**config.mk**
```make
export PLATFORM = sky130hd
export DESIGN_NAME = gregorian_date_arithmetic
export DESIGN_NICKNAME = d
export VERILOG_FILES = /design/src/rtl/gda_pkg.sv /design/src/rtl/gregorian_date_arithmetic.sv /design/src/rtl/gda_fifo.sv /design/src/rtl/gda_front.sv /design/src/rtl/gda_back.sv
export SDC_FILE = /design/constraint.sdc
export NUM_CORES = 2
export LEC_CHECK = 0
export BUFFER_PORTS_ARGS = -buffer_cell sky130_fd_sc_hd__buf_2
export CELL_PAD_IN_SITES_DETAIL_PLACEMENT = 0
export CELL_PAD_IN_SITES_GLOBAL_PLACEMENT = 1
export CORE_ASPECT_RATIO = 0.7
export CORE_MARGIN = 2
export CORE_UTILIZATION = 35
export DETAILED_ROUTE_END_ITERATION = 10
export PLACE_DENSITY_LB_ADDON = 0.1
export SLEW_MARGIN = 20
export SYNTH_ARGS = -nofsm -noshare
export SYNTH_HDL_FRONTEND = slang
export SYNTH_SLANG_ARGS = --single-unit
```
**constraint.sdc**
```tcl
create_clock -name clk -period 9.12 [get_ports clk]
set_clock_uncertainty 0.2 [all_clocks]
set_input_delay 0.456 -clock clk [delete_from_list [all_inputs] [get_ports clk]]
set_output_delay 0.456 -clock clk [all_outputs]
set_load 0.01 [all_outputs]
```
**src/rtl/gda_pkg.sv**
```systemverilog
// gda_pkg: shared types, codes, constants and calendar helper functions
// for the gregorian date arithmetic block; depends on nothing else
`default_nettype none

package gda_pkg;

  localparam int unsigned YEAR_MIN     = 1;
  localparam int unsigned YEAR_MAX     = 9999;
  localparam int unsigned DAYS_YEAR    = 365;
  localparam int unsigned DIV100_MUL   = 5243;  // floor(y / 100) = (y * 5243) >> 19
  localparam int unsigned DIV100_SHIFT = 19;
  localparam int unsigned WEEK_MUL     = 293;   // floor(n / 7) = (n * 293) >> 11
  localparam int unsigned WEEK_SHIFT   = 11;
  localparam int unsigned QUEUE_DEPTH  = 4;
  localparam int unsigned OUT_DEPTH    = 4;

  typedef enum logic [2:0] {
    MODE_NEXT = 3'd0,
    MODE_PREV = 3'd1,
    MODE_YDAY = 3'd2,
    MODE_ORD  = 3'd3,
    MODE_DIFF = 3'd4
  } mode_t;

  typedef enum logic [1:0] {
    ST_OK      = 2'd0,
    ST_INVALID = 2'd1,
    ST_RANGE   = 2'd2
  } status_t;

  typedef enum logic [3:0] {
    MON_JAN = 4'd1,
    MON_FEB = 4'd2,
    MON_MAR = 4'd3,
    MON_APR = 4'd4,
    MON_MAY = 4'd5,
    MON_JUN = 4'd6,
    MON_JUL = 4'd7,
    MON_AUG = 4'd8,
    MON_SEP = 4'd9,
    MON_OCT = 4'd10,
    MON_NOV = 4'd11,
    MON_DEC = 4'd12
  } month_t;

  // classified transaction handed from front to back
  typedef struct packed {
    mode_t       mode;
    logic        bad;
    logic [13:0] y;
    logic [3:0]  m;
    logic [4:0]  d;
    logic        leap;
    logic [4:0]  dim_cur;
    logic [4:0]  dim_prev;
    logic [8:0]  yd;
    logic [6:0]  pq;
    logic [13:0] oy;
    logic [8:0]  oyd;
    logic [6:0]  opq;
  } entry_t;

  typedef struct packed {
    logic [13:0] res_year;
    logic [3:0]  res_month;
    logic [4:0]  res_day;
    logic        leap_flag;
    logic [8:0]  day_of_year;
    logic [5:0]  week_number;
    logic [21:0] day_ordinal;
    logic [21:0] days_between;
    status_t     status;
  } result_t;

  function automatic logic is_century(logic [13:0] y, logic [6:0] q);
    logic [13:0] h;
    h = 14'({q, 6'b0}) + 14'({q, 5'b0}) + 14'({q, 2'b0});
    return y == h;
  endfunction

  function automatic logic is_leap(logic [13:0] y, logic [6:0] q);
    return (y[1:0] == 2'b00) && (!is_century(y, q) || (q[1:0] == 2'b00));
  endfunction

  function automatic logic [4:0] month_len(logic [3:0] m, logic leap);
    logic [4:0] n;
    unique case (m)
      MON_FEB: n = leap ? 5'd29 : 5'd28;
      MON_APR, MON_JUN, MON_SEP, MON_NOV: n = 5'd30;
      MON_JAN, MON_MAR, MON_MAY, MON_JUL, MON_AUG, MON_OCT, MON_DEC: n = 5'd31;
      default: n = 5'd0;
    endcase
    return n;
  endfunction

  // days in the months before m, common year
  function automatic logic [8:0] days_before(logic [3:0] m);
    logic [8:0] n;
    unique case (m)
      MON_JAN: n = 9'd0;
      MON_FEB: n = 9'd31;
      MON_MAR: n = 9'd59;
      MON_APR: n = 9'd90;
      MON_MAY: n = 9'd120;
      MON_JUN: n = 9'd151;
      MON_JUL: n = 9'd181;
      MON_AUG: n = 9'd212;
      MON_SEP: n = 9'd243;
      MON_OCT: n = 9'd273;
      MON_NOV: n = 9'd304;
      MON_DEC: n = 9'd334;
      default: n = 9'd0;
    endcase
    return n;
  endfunction

  function automatic logic date_ok(logic [13:0] y, logic [3:0] m, logic [4:0] d,
                                   logic leap);
    return (y >= 14'(YEAR_MIN)) && (y <= 14'(YEAR_MAX)) && (m >= 4'(MON_JAN)) &&
           (m <= 4'(MON_DEC)) && (d >= 5'd1) && (d <= month_len(m, leap));
  endfunction

endpackage

`default_nettype wire

```
**src/rtl/gregorian_date_arithmetic.sv**
```systemverilog
// Gregorian calendar date unit: next/previous day, day of year and week,
// day ordinal from 0001-01-01, and day difference between two dates.
//
// Input channel: present mode and the date fields with push; a transaction
// is taken at a rising edge with push high and full low. Result channel:
// while empty is low the oldest result sits on the res_*, leap_flag,
// day_of_year, week_number, day_ordinal, days_between and status ports;
// it is taken at a rising edge with pop high and empty low. Exactly one
// result per input transaction, in order.
// Throughput: one transaction per cycle while the result queue has room, set
// by the front register stage, the two back stages (year times 365, then
// the ordinal sum) and the result queue.
// A front stage checks and classifies items into a small queue; the back
// stages stall once the result queue is full and pop is held low, and
// full rises once the front stage and the input queue are both occupied.
// Reset (rst, synchronous) empties every queue and stage; no other state.
// Fields that a mode does not produce read as zero.
`default_nettype none

module gregorian_date_arithmetic
  import gda_pkg::*;
#(
  parameter int unsigned QUEUE_DEPTH = gda_pkg::QUEUE_DEPTH,
  parameter int unsigned OUT_DEPTH   = gda_pkg::OUT_DEPTH
) (
  input  wire logic        clk,
  input  wire logic        rst,
  input  wire logic        push,
  output logic             full,
  input  wire logic [2:0]  mode,
  input  wire logic [13:0] year_in,
  input  wire logic [3:0]  month_in,
  input  wire logic [4:0]  day_in,
  input  wire logic [13:0] other_year,
  input  wire logic [3:0]  other_month,
  input  wire logic [4:0]  other_day,
  input  wire logic        pop,
  output logic             empty,
  output logic [13:0]      res_year,
  output logic [3:0]       res_month,
  output logic [4:0]       res_day,
  output logic             leap_flag,
  output logic [8:0]       day_of_year,
  output logic [5:0]       week_number,
  output logic [21:0]      day_ordinal,
  output logic [21:0]      days_between,
  output logic [1:0]       status
);

  logic    q_push;
  logic    q_full;
  logic    q_pop;
  logic    q_empty;
  entry_t  q_in;
  entry_t  q_out;
  result_t res;

  gda_front u_front (
    .clk        (clk),
    .rst        (rst),
    .push       (push),
    .full       (full),
    .mode       (mode),
    .year_in    (year_in),
    .month_in   (month_in),
    .day_in     (day_in),
    .other_year (other_year),
    .other_month(other_month),
    .other_day  (other_day),
    .q_push     (q_push),
    .q_entry    (q_in),
    .q_full     (q_full)
  );

  gda_fifo #(
    .WIDTH($bits(entry_t)),
    .DEPTH(QUEUE_DEPTH)
  ) u_queue (
    .clk  (clk),
    .rst  (rst),
    .push (q_push),
    .wdata(q_in),
    .full (q_full),
    .pop  (q_pop),
    .rdata(q_out),
    .empty(q_empty)
  );

  gda_back #(
    .OUT_DEPTH(OUT_DEPTH)
  ) u_back (
    .clk    (clk),
    .rst    (rst),
    .q_empty(q_empty),
    .q_entry(q_out),
    .q_pop  (q_pop),
    .pop    (pop),
    .empty  (empty),
    .res    (res)
  );

  assign res_year     = res.res_year;
  assign res_month    = res.res_month;
  assign res_day      = res.res_day;
  assign leap_flag    = res.leap_flag;
  assign day_of_year  = res.day_of_year;
  assign week_number  = res.week_number;
  assign day_ordinal  = res.day_ordinal;
  assign days_between = res.days_between;
  assign status       = res.status;

endmodule

`default_nettype wire

```
**src/rtl/gda_fifo.sv**
```systemverilog
// gda_fifo: small register queue with push/full and pop/empty sides
// no dependencies; DEPTH must be a power of two
`default_nettype none

module gda_fifo #(
  parameter int unsigned WIDTH = 8,
  parameter int unsigned DEPTH = 4
) (
  input  wire logic             clk,
  input  wire logic             rst,
  input  wire logic             push,
  input  wire logic [WIDTH-1:0] wdata,
  output logic                  full,
  input  wire logic             pop,
  output logic [WIDTH-1:0]      rdata,
  output logic                  empty
);

  localparam int unsigned PW = (DEPTH > 1) ? $clog2(DEPTH) : 1;
  localparam int unsigned CW = $clog2(DEPTH + 1);

  logic [WIDTH-1:0] slots [DEPTH];
  logic [PW-1:0]    wptr;
  logic [PW-1:0]    rptr;
  logic [CW-1:0]    count;
  logic             do_push;
  logic             do_pop;

  assign full    = count == CW'(DEPTH);
  assign empty   = count == '0;
  assign do_push = push && !full;
  assign do_pop  = pop && !empty;
  assign rdata   = slots[rptr];

  always_ff @(posedge clk) begin
    if (rst) begin
      wptr  <= '0;
      rptr  <= '0;
      count <= '0;
    end else begin
      if (do_push) wptr <= wptr + PW'(1);
      if (do_pop) rptr <= rptr + PW'(1);
      if (do_push && !do_pop) count <= count + CW'(1);
      else if (do_pop && !do_push) count <= count - CW'(1);
    end
  end

  always_ff @(posedge clk) begin
    if (do_push) slots[wptr] <= wdata;
  end

endmodule

`default_nettype wire

```
**src/rtl/gda_front.sv**
```systemverilog
// gda_front: accepts input transactions, checks dates, derives leap flags,
// day of year and century counts; uses gda_pkg
`default_nettype none

module gda_front
  import gda_pkg::*;
(
  input  wire logic        clk,
  input  wire logic        rst,
  input  wire logic        push,
  output logic             full,
  input  wire logic [2:0]  mode,
  input  wire logic [13:0] year_in,
  input  wire logic [3:0]  month_in,
  input  wire logic [4:0]  day_in,
  input  wire logic [13:0] other_year,
  input  wire logic [3:0]  other_month,
  input  wire logic [4:0]  other_day,
  output logic             q_push,
  output entry_t           q_entry,
  input  wire logic        q_full
);

  logic        a_valid;
  logic [2:0]  a_mode;
  logic [13:0] a_y;
  logic [3:0]  a_m;
  logic [4:0]  a_d;
  logic [13:0] a_oy;
  logic [3:0]  a_om;
  logic [4:0]  a_od;
  logic [6:0]  a_q;
  logic [6:0]  a_oq;

  logic        a_en;
  logic [26:0] prod_y;
  logic [26:0] prod_oy;

  logic        cent;
  logic        ocent;
  logic        leap;
  logic        oleap;
  logic        known;
  logic        ok1;
  logic        ok2;
  logic [3:0]  m_prev;

  assign a_en   = !a_valid || !q_full;
  assign full   = !a_en;
  assign q_push = a_valid && !q_full;

  assign prod_y  = 27'(year_in) * 27'(DIV100_MUL);
  assign prod_oy = 27'(other_year) * 27'(DIV100_MUL);

  always_ff @(posedge clk) begin
    if (rst) begin
      a_valid <= 1'b0;
    end else if (a_en) begin
      a_valid <= push;
    end
  end

  always_ff @(posedge clk) begin
    if (a_en && push) begin
      a_mode <= mode;
      a_y    <= year_in;
      a_m    <= month_in;
      a_d    <= day_in;
      a_oy   <= other_year;
      a_om   <= other_month;
      a_od   <= other_day;
      a_q    <= prod_y[DIV100_SHIFT +: 7];
      a_oq   <= prod_oy[DIV100_SHIFT +: 7];
    end
  end

  assign cent   = is_century(a_y, a_q);
  assign ocent  = is_century(a_oy, a_oq);
  assign leap   = is_leap(a_y, a_q);
  assign oleap  = is_leap(a_oy, a_oq);
  assign ok1    = date_ok(a_y, a_m, a_d, leap);
  assign ok2    = date_ok(a_oy, a_om, a_od, oleap);
  assign m_prev = a_m - 4'd1;

  always_comb begin
    unique case (a_mode)
      MODE_NEXT, MODE_PREV, MODE_YDAY, MODE_ORD, MODE_DIFF: known = 1'b1;
      default: known = 1'b0;
    endcase
  end

  always_comb begin
    q_entry.mode     = known ? mode_t'(a_mode) : MODE_NEXT;
    q_entry.bad      = !known || !ok1 || ((a_mode == MODE_DIFF) && !ok2);
    q_entry.y        = a_y;
    q_entry.m        = a_m;
    q_entry.d        = a_d;
    q_entry.leap     = leap;
    q_entry.dim_cur  = month_len(a_m, leap);
    q_entry.dim_prev = month_len(m_prev, leap);
    q_entry.yd       = days_before(a_m) + 9'(a_d)
                       + 9'((a_m > 4'(MON_FEB)) && leap);
    q_entry.pq       = cent ? a_q - 7'd1 : a_q;
    q_entry.oy       = a_oy;
    q_entry.oyd      = days_before(a_om) + 9'(a_od)
                       + 9'((a_om > 4'(MON_FEB)) && oleap);
    q_entry.opq      = ocent ? a_oq - 7'd1 : a_oq;
  end

endmodule

`default_nettype wire

```
**src/rtl/gda_back.sv**
```systemverilog
// gda_back: computes next/previous date, day of year and week, ordinals and the
// day difference in two stages, then queues results; uses gda_pkg, gda_fifo
`default_nettype none

module gda_back
  import gda_pkg::*;
#(
  parameter int unsigned OUT_DEPTH = gda_pkg::OUT_DEPTH
) (
  input  wire logic   clk,
  input  wire logic   rst,
  input  wire logic   q_empty,
  input  wire entry_t q_entry,
  output logic        q_pop,
  input  wire logic   pop,
  output logic        empty,
  output result_t     res
);

  entry_t      e;
  logic        en;
  logic        o_full;
  logic        o_push;

  logic        b1_valid;
  result_t     b1_res;
  logic [21:0] b1_pma;
  logic [21:0] b1_pmb;
  logic [12:0] b1_sa;
  logic [12:0] b1_sb;
  mode_t       b1_mode;
  logic        b1_bad;

  logic        b2_valid;
  result_t     b2_res;
  logic [21:0] b2_oa;
  logic [21:0] b2_ob;
  mode_t       b2_mode;
  logic        b2_bad;

  result_t     r1;
  logic [13:0] pa;
  logic [13:0] pb;
  logic [22:0] pma_full;
  logic [22:0] pmb_full;
  logic [16:0] wk_prod;
  result_t     r2;

  assign e     = q_entry;
  assign en    = !(b2_valid && o_full);
  assign q_pop = en && !q_empty;
  assign o_push = b2_valid && !o_full;

  assign pa       = e.y - 14'd1;
  assign pb       = e.oy - 14'd1;
  assign pma_full = 23'(pa) * 23'(DAYS_YEAR);
  assign pmb_full = 23'(pb) * 23'(DAYS_YEAR);
  assign wk_prod  = 17'(e.yd) * 17'(WEEK_MUL);

  always_comb begin
    r1        = '0;
    r1.status = ST_OK;
    if (e.bad) begin
      r1.status = ST_INVALID;
    end else begin
      unique case (e.mode)
        MODE_NEXT: begin
          if (e.d < e.dim_cur) begin
            r1.res_year  = e.y;
            r1.res_month = e.m;
            r1.res_day   = e.d + 5'd1;
          end else if (e.m != 4'(MON_DEC)) begin
            r1.res_year  = e.y;
            r1.res_month = e.m + 4'd1;
            r1.res_day   = 5'd1;
          end else if (e.y >= 14'(YEAR_MAX)) begin
            r1.status = ST_RANGE;
          end else begin
            r1.res_year  = e.y + 14'd1;
            r1.res_month = 4'(MON_JAN);
            r1.res_day   = 5'd1;
          end
        end
        MODE_PREV: begin
          if (e.d > 5'd1) begin
            r1.res_year  = e.y;
            r1.res_month = e.m;
            r1.res_day   = e.d - 5'd1;
          end else if (e.m > 4'(MON_JAN)) begin
            r1.res_year  = e.y;
            r1.res_month = e.m - 4'd1;
            r1.res_day   = e.dim_prev;
          end else if (e.y <= 14'(YEAR_MIN)) begin
            r1.status = ST_RANGE;
          end else begin
            r1.res_year  = e.y - 14'd1;
            r1.res_month = 4'(MON_DEC);
            r1.res_day   = 5'd31;
          end
        end
        MODE_YDAY: begin
          r1.leap_flag   = e.leap;
          r1.day_of_year = e.yd;
          r1.week_number = 6'(wk_prod[WEEK_SHIFT +: 6]) + 6'd1;
        end
        MODE_ORD, MODE_DIFF: begin
        end
        default: begin
        end
      endcase
    end
  end

  always_ff @(posedge clk) begin
    if (rst) begin
      b1_valid <= 1'b0;
      b2_valid <= 1'b0;
    end else if (en) begin
      b1_valid <= !q_empty;
      b2_valid <= b1_valid;
    end
  end

  always_ff @(posedge clk) begin
    if (en) begin
      b1_res <= r1;
      b1_pma <= pma_full[21:0];
      b1_pmb <= pmb_full[21:0];
      b1_sa  <= 13'(pa >> 2) - 13'(e.pq) + 13'(e.pq >> 2) + 13'(e.yd);
      b1_sb  <= 13'(pb >> 2) - 13'(e.opq) + 13'(e.opq >> 2) + 13'(e.oyd);
      b2_res <= b1_res;
      b2_oa  <= b1_pma + 22'(b1_sa);
      b2_ob  <= b1_pmb + 22'(b1_sb);
    end
  end

  // mode and bad flag ride along to pick the ordinal fields
  always_ff @(posedge clk) begin
    if (en) begin
      b1_mode <= e.mode;
      b1_bad  <= e.bad;
      b2_mode <= b1_mode;
      b2_bad  <= b1_bad;
    end
  end

  always_comb begin
    r2 = b2_res;
    if (!b2_bad && (b2_mode == MODE_ORD)) begin
      r2.day_ordinal = b2_oa;
    end
    if (!b2_bad && (b2_mode == MODE_DIFF)) begin
      r2.days_between = (b2_oa >= b2_ob) ? b2_oa - b2_ob : b2_ob - b2_oa;
    end
  end

  gda_fifo #(
    .WIDTH($bits(result_t)),
    .DEPTH(OUT_DEPTH)
  ) u_out_fifo (
    .clk  (clk),
    .rst  (rst),
    .push (o_push),
    .wdata(r2),
    .full (o_full),
    .pop  (pop),
    .rdata(res),
    .empty(empty)
  );

endmodule

`default_nettype wire
```
==> results.toml <==
[status]
outcome = "finished, final reports clean"

[floorplan]
num_rows = 122
die_w_um = 482
ios = 140
chipHeight_um = 339
dieArea_sq_um = 163000
start_util_pct = 35.3
core_area_sq_um = 158000

[finish]
drive_above_1_share_pct = 11.8
syn2layout_area_growth_pct = 12.4
mostFrequentLayoutCell = "edfxtp_1"
n_fill_cell = 14917
nets = 5171
layout_common_cells = "927 x edfxtp_1, 691 x inv_1, 534 x ha_1, 261 x fa_1, 195 x nor2_1"

[cts]
clkSinkCount = 966
postCtsSetupRepairBufs = 0
root_buffer = "clkbuf_16"
clock_latency_ns = 0.74
numCtsBuffers = 98
clkTransAtPathRegs_ns = 0.06
htreeDepth = 3
postCtsHoldBufs = 54
clock_path_buffers = 3
cts-resized-gates = 0
cts_tree = "built"

[detailed_routing]
routedWlPerCell_um = 20.4
ant_nets = 0
vias_per_cell = 4.81
dr.pass1.iters = 5
drc = 0
num_vias = 31328
drt-initial-drc-count = 2260
drt-total-wl_um = 133000

[critical_path]
worst_setup_path_start_kind = "register"
crit_required_ns = 9.38
cp_data_arrival_time_ns = 7.85
endpoint_kind = "register"
reg2reg_slack_ns = 1.53
path_max_fanout = 33
path_class = "reg2reg"

[global_route]
grt_max_degree = 78
overflow = 0
grt_pass1_wl_um = 204000
antenna_found_initial = 5
grt_pass1_vias = 32068
grt_usage_pct = 16.4

[sta]
slew_viol_final = 0
grt_setup_unrepaired = "false"
relSlewSlack_pct = 24.8
worst_pin_slew_ns = 1.12
period_share_pct = 83.3
setup-violations-final = 0
min_period_ns = 7.59
hold_viol_final = 0
fin_tns_setup_ns = 0
fmax_mhz = 132

[logic_synthesis]
synth_top_flop_cell = "edfxtp_1"
synthMuxAreaShare_pct = 7.46
synth_edf_count = 927
yosys.area_share.adder_pct = 21.3
synth-compound-area-share_pct = 5.51
synth_top_family_by_area = "adder cells"
postSynthNetCount = 4928
synthXorXnorAreaFrac_pct = 3.57
ys.warnings.count = 0
synthCells = 4080
synth_cell_types = 91
syn_area_per_cell_sq_um = 13.7
synth_area_sq_um = 56000
yosysSeqAreaShare_pct = 51.1
synth-simple-area-share_pct = 5.63
synth_seq_cells = 966
synthArstFlopShare_pct = 0

[placed_design]
hpwl_um = 99000
place.gp.congestion = 0.840
io_buffers = 139

[hold_path]
holdCritStartpoint = "u_back.b1_mode[1]"
min_path_type = "reg2reg"

[job]
max-cap-violations = 0
## per-layer routing
metal  global-route usage [%]  vias up  wire, um
li1                         -    15064         -
met1                     26.6    15590     71300
met2                     22.0      539     52200
met3                     3.72      133      7470
met4                     2.90        2      1930
met5                        0        -         8
## cells by family after synthesis
kind of cell | after synthesis
multiplexers | 207
AND/OR/NAND/NOR | 636
AO/OA/AOI/OAI | 472
buffers and inverters | 777
XOR/XNOR | 227
adder cells (fa/ha/maj) | 795
flip-flops | 966
## cell usage after synthesis (8+ instances only)
library cell,count,share of area [%]
inv_1,693,4.6
a22oi_1,8,0.11
o211ai_1,13,0.17
mux4_1,11,0.52
nor2b_1,37,0.41
o21bai_1,11,0.15
nor2_1,195,1.3
nor3_1,48,0.43
and2_1,20,0.22
clkbuf_1,47,0.32
or3_1,13,0.15
and3_1,20,0.22
ha_1,534,12
a21oi_1,130,1.2
xnor2_1,165,2.6
mux4_2,153,6.2
a211oi_1,9,0.12
a221oi_1,9,0.14
nand3_1,50,0.45
o22ai_1,9,0.10
fa_1,261,9.3
xor2_1,61,0.95
o21a_1,22,0.30
a21boi_0,11,0.15
buf_2,10,0.089
mux2i_1,37,0.66
dfxtp_1,39,1.4
buf_1,13,0.087
nand4_1,23,0.26
nand2b_1,30,0.34
nand2_1,122,0.82
a31oi_1,11,0.12
edfxtp_1,927,50
nor4_1,35,0.39
a21o_1,59,0.79
o21ai_0,97,0.87
## metrics by stage
step                      worst slack [ns]  instances  instance area, sq um  hold WS (ns)  utilization, %
final                                 1.53       6517                 62900         0.216            39.7
after global routing                 0.880       6517                 62900         0.204            39.7
after CTS                             1.47       6516                 62900         0.169            39.7
after detailed placement              1.48       6277                 59200         0.205            37.3
after global placement                1.63       6277                 59200         0.203            37.3
after floorplan                       2.19       4080                 56000         0.200               -
## worst paths after layout
check	to	cells after the start
worst max register to register	u_back.b1_pma[21]	24
worst max-delay path	u_back.b1_pma[21]	24
worst min-delay path	u_back.b2_mode[1]	0
worst min register to register	u_back.b2_mode[1]	0
## critical path, stage by stage (launching register included)
cell and delay (ns):
dfxtp_4 0.82, mux4_1 0.81, inv_1 0.31, ha_1 0.33, nand3_1 0.21, inv_1 0.12
nand3b_1 0.10, xnor2_1 0.41, ha_1 0.31, inv_1 0.08, fa_1 0.50, inv_1 0.05
fa_1 0.53, inv_1 0.05, fa_1 0.47, inv_1 0.04, ha_1 0.34, a21o_1 0.19
a21o_1 0.18, a21oi_1 0.22, o21ai_0 0.18, a2111oi_0 0.47, o21bai_1 0.14, a21oi_1 0.19
xnor2_1 0.09
## sequential cells by signal, indices dropped and copies added, names as in the netlist, 13 cells and up, named ones only
name,cells
u_back.b1_sb,13
u_queue.slots,320
u_back.b2_ob,22
u_back.b2_oa,22
u_back.b1_res,41
u_back.b1_pma,22
u_back.b1_pmb,22
u_back.b2_res,41
u_front.a_y,14
u_back.b1_sa,13
u_back.u_out_fifo.slots,340
u_front.a_oy,14
## final cells by class
type | instances | area, sq um | share of cell area, %
well taps | 2108 | 2640 | 4.19
repair buffers | 226 | 1500 | 2.38
flip-flops and latches | 966 | 28600 | 45.5
multi-input cells | 2337 | 24300 | 38.7
clock inverters | 63 | 653 | 1.04
inverters | 694 | 2610 | 4.15
clock buffers | 122 | 2550 | 4.06
diodes | 1 | 2.50 | 0.00398
Power is left out: the tool's default activity adds up to more than one toggle a clock period on the data nets, which glitch-free logic cannot reach.
